## src/rgb_box_blur_3x3_defines.svh

```systemverilog
// Assertion helpers shared by the blur RTL.
`ifndef RGB_BOX_BLUR_3X3_DEFINES_SVH
`define RGB_BOX_BLUR_3X3_DEFINES_SVH

// Same-cycle implication, clocked on aclk, off during reset.
`define BBX_ASSERT_IMP(lbl, ante, cons, msg) \
    lbl: assert property (@(posedge aclk) disable iff (!aresetn) (ante) |-> (cons)) \
        else $error(msg);

// Next-cycle implication, clocked on aclk, off during reset.
`define BBX_ASSERT_NXT(lbl, ante, cons, msg) \
    lbl: assert property (@(posedge aclk) disable iff (!aresetn) (ante) |=> (cons)) \
        else $error(msg);

`endif

```

## src/bbx_pkg.sv

```systemverilog
package bbx_pkg;

    localparam int DATA_W       = 8;
    localparam int PIX_W        = 3 * DATA_W;
    localparam int CFG_WIDTH_W  = 12;
    localparam int CFG_HEIGHT_W = 13;
    localparam int ROW_W        = 12;
    localparam int OUT_COL_W    = 11;
    localparam int KERNEL_TAPS  = 9;
    localparam int SUM_W        = 12;   // 9 * 255 = 2295
    localparam int RECIP_W      = 13;
    localparam int RECIP_SHIFT  = 16;
    localparam int PADDR_W      = 3;
    localparam int PDATA_W      = 32;
    localparam int MAX_WIDTH_DEF = 2048;
    localparam int MAX_HEIGHT   = 4096;
    localparam int MIN_DIM      = 3;

    // floor(x * 7282 / 2^16) == floor(x / 9) for all x <= 2295
    localparam logic [RECIP_W-1:0] RECIP_9 = 13'd7282;

    localparam logic [CFG_WIDTH_W-1:0]  WIDTH_RESET  = 12'd640;
    localparam logic [CFG_HEIGHT_W-1:0] HEIGHT_RESET = 13'd480;

    typedef enum logic {
        REG_WIDTH  = 1'b0,
        REG_HEIGHT = 1'b1
    } reg_idx_t;

    // b in the low byte, r in the high byte
    typedef struct packed {
        logic [DATA_W-1:0] r;
        logic [DATA_W-1:0] g;
        logic [DATA_W-1:0] b;
    } pix_t;

    typedef pix_t [KERNEL_TAPS-1:0] window_t;

    typedef logic [KERNEL_TAPS-1:0][DATA_W-1:0] chan_taps_t;

    // per-beat control that travels beside the window
    typedef struct packed {
        logic                 valid;
        logic                 emit;
        logic [ROW_W-1:0]     row;
        logic [OUT_COL_W-1:0] col;
        logic                 last;
    } tap_ctl_t;

endpackage

```

## src/bbx_lane.sv

```systemverilog
module bbx_lane (
    input  logic                         aclk,
    input  logic                         en,
    input  bbx_pkg::chan_taps_t          taps,
    output logic [bbx_pkg::DATA_W-1:0]   mean
);

    localparam int PW = bbx_pkg::SUM_W + bbx_pkg::RECIP_W;

    logic [bbx_pkg::SUM_W-1:0] sum;
    logic [bbx_pkg::SUM_W-1:0] sum_reg;
    logic [PW-1:0]             prod;

    always_comb begin
        sum = '0;
        for (int i = 0; i < bbx_pkg::KERNEL_TAPS; i++) begin
            sum = sum + bbx_pkg::SUM_W'(taps[i]);
        end
    end

    always_ff @(posedge aclk) begin
        if (en) begin
            sum_reg <= sum;
        end
    end

    // divide by 9 through the reciprocal
    assign prod = PW'(sum_reg) * PW'(bbx_pkg::RECIP_9);
    assign mean = prod[bbx_pkg::RECIP_SHIFT +: bbx_pkg::DATA_W];

endmodule

```

## config.mk

```make
export PLATFORM = sky130hd
export DESIGN_NAME = bbx_lane
export DESIGN_NICKNAME = d
export VERILOG_FILES = /design/src/rgb_box_blur_3x3_defines.svh /design/src/bbx_pkg.sv /design/src/bbx_lane.sv
export SDC_FILE = /design/constraint.sdc
export NUM_CORES = 1
export LEC_CHECK = 0
export ABC_AREA = 1
export BUFFER_PORTS_ARGS = -buffer_cell sky130_fd_sc_hd__clkbuf_2
export CAP_MARGIN = 30
export CORE_AREA = 3 3 86 109
export CTS_CLUSTER_DIAMETER = 60
export DETAILED_ROUTE_END_ITERATION = 16
export DIE_AREA = 0 0 89 112
export PLACE_DENSITY = 0.83
export SLEW_MARGIN = 40
export SYNTH_ARGS = -nofsm -noshare
export SYNTH_HDL_FRONTEND = slang
export SYNTH_SLANG_ARGS = --single-unit
export TNS_END_PERCENT = 10
```

## constraint.sdc

```tcl
create_clock -name aclk -period 4.1 [get_ports aclk]
set_clock_uncertainty 0.05 [all_clocks]
set_input_delay 0.41 -clock aclk [delete_from_list [all_inputs] [get_ports aclk]]
set_output_delay 0.41 -clock aclk [all_outputs]
set_load 0.01 [all_outputs]
```

==> impl_results.md <==
* Final WS setup at -0.572 ns
* Largest net degree at the start of global routing at 13
* Average cell area after synthesis at approximately 9 um2
* Most frequent cell after synthesis: inv_1
* Clock transition at path regs at 0.06 ns
* Vias at between 3000 and 4000
* Worst endpoint data arrival time at ~4.2 ns
* Port bufs at 81
* Syn_nets at just over 700
* Status: complete, but fails checks
* Final cell count without fillers at approximately 700
* Synth Warn # at 0
* Gr usage total at between 20% and 30%
* Initial drt markers at 62
* Area Growth Syn to Fin at 24.3%
* Top-area cell type share of the netlist area at 37.4%
* Max-cap viol count at 0
* Initial antenna violation count at 0
* Die X at 89 um
* Violations in the final reports: setup timing
* Sequential-to-total area share from yosys stat at 8.10%
* Vias in the first global route at 3854
* Layout cells sized above 1 at 30.5%
* Ranking of synthesized cells by area: fa_1 (37%), ha_1 (23%), inv_1 (11%)
* Worst Path Max Fanout at 4
* Worst EP required at about 3.6 ns
* Post-synth EDFFs at 12
* Primary FF master, synth: edfxtp_1
* Synth unique cells at 31
* Critical-path cell list: buf_4 > fa_1 > ha_1 > inv_1 > fa_1 > inv_1 > fa_1 > ha_1 > ha_4 > nand2_1 > o21bai_1 > a21oi_1 > nand2_1 > nand2_1 > nand2_1 > clkbuf_2
* Vias per inst at around 5.0
* Placement Cell Area at ~5200 um2
* Leading area contributor after synthesis: fa_1
* Seq cells post-synth at 12
* Worst-margin pin slew at 0.424 ns
* Final instance area at 5530 um2
* ANT cells at 0
* Post-route antenna net violation count at 0
* Total gr overflow at 0
* Multi-input logic area at between 3000 and 4000 um2
* Startpoint Class: flip-flop
* CORE AREA at between 8000 and 9000 um2
* Post-synth top cells: inv_1 (132), fa_1 (83), ha_1 (80)
* Routed len/inst at ~14 um
* Root buffer cell: clkbuf_8
* H-tree Lvls at 1
* Crit path capture type: primary output
* Clk buf depth at 2
* Worst Hold Class: input port to flip-flop
* IO Pins at 82
* RSZ-0062 raised after global routing: yes
* # hold bufs at CTS at 0
* Row Count at 38
* Setup violators final at 8
* Die Span Y at about 110 um
* Fmax at 214 MHz
* Register area at 360 um2
* Worst path max stage delay at approximately 0.55 ns
* Residual DRC at 0
* Final worst-path cycle share at 114%
* Num CTS Buffers at 3
* Drt pass-1 iters at 4
* NumNets Final at 842
* Async SR Flop Fraction at 0%
* Final Hold Viols at 0
* Slew HR at between 70% and 80%
* Max FFs per register at 12
* Die area at roughly 10000 um2
* Slowest cell on crit path: fa_1
* Crit path time final at 4.67 ns
* Critical setup path kind: flip-flop to primary output
* Clk sinks at 12
* Effective utilization at floorplan at 52.2%
* First-pass GRT wire length at around 16 mm
* Placed Instances at roughly 700
* DP HPWL at about 8.6 mm
* Layout fillers at 630
* Synth Instances at between 400 and 500
* Final hold slack at 0.572 ns
* Final wirelength at around 9.8 mm
* GP Congestion at 0.904
* Final Slew Violations at 0
* Final core occ at 65.0%
* Cell Area, Synth at 4450 um2
* Cell repeated most along the worst path: nand2_1
* CTS tree: yes
-- timing repair --
item,4_1_cts,5_1_grt
pin swaps,10,6
resized for setup,20,18
setup buffers,1,2
setup endpoints to repair,9,11
-- cells in the final DEF (no fill, tap or decap), types with 7 or more instances in the layout --
master and instances:
nor2_1 11, nand2_2 9, fa_1 80, nand3_1 15, inv_2 9, clkbuf_2 80
buf_4 42, nor2_2 7, ha_1 67, edfxtp_1 12, inv_1 127, xor2_1 9
nand2_1 58, ha_4 13, a21oi_1 17
-- worst paths after layout --
check / startpoint / end / slack [ns] / cells past startpoint
worst max-delay path: sum_reg[8] / mean[5] / -0.57 / 16
worst min-delay path: en / sum_reg[6] / 0.57 / 1
-- worst max-delay path: cells and delay by family, from the launching register on --
kind | cells | cell delay [ns]
AND/OR/NAND/NOR | 4 | 0.27
AO/OA/AOI/OAI | 2 | 0.38
flip-flops | 1 | 0.47
adder cells (fa/ha/maj) | 6 | 2.42
buffers and inverters | 4 | 0.45
-- per-layer routing --
metal,share of wire [%],global-route usage [%],vias up
met2,58,38.9,85
met3,2.8,1.92,28
li1,-,-,1724
met1,36,22.3,1710
met4,3.2,6.45,0
met5,0,0,-
-- cell type report --
type | instances | share of cell area, %
clock buffers | 3 | 0.747
inverters | 136 | 9.23
multi-input cells | 329 | 68.1
well taps | 100 | 2.26
flip-flops and latches | 12 | 6.52
clock inverters | 1 | 0.0679
repair buffers | 123 | 13.0
-- stage by stage --
stage	TNS (ns)	worst slack, ns
4_1_cts	-4.44	-0.561
3_5_place_dp	-3.53	-0.395
3_3_place_gp	-2.72	-0.345
2_1_floorplan	-0.913	-0.148
5_1_grt	-5.96	-0.741
6_report	-4.33	-0.572
-- cell families (layout without fill, tap and decap cells) --
group           count (synthesis)  count (layout)  share of synthesized area (%)
compound gates                 42              42                           5.66
buf+inv                       144             263                           12.8
xor+xnor                       11              11                           2.17
flops                          12              12                           8.10
fa+ha+maj                     163             163                           59.9
simple gates                  113             113                           11.4
Power is left out: the tool's default activity adds up to more than one toggle a clock period on the data nets, which glitch-free logic cannot reach.
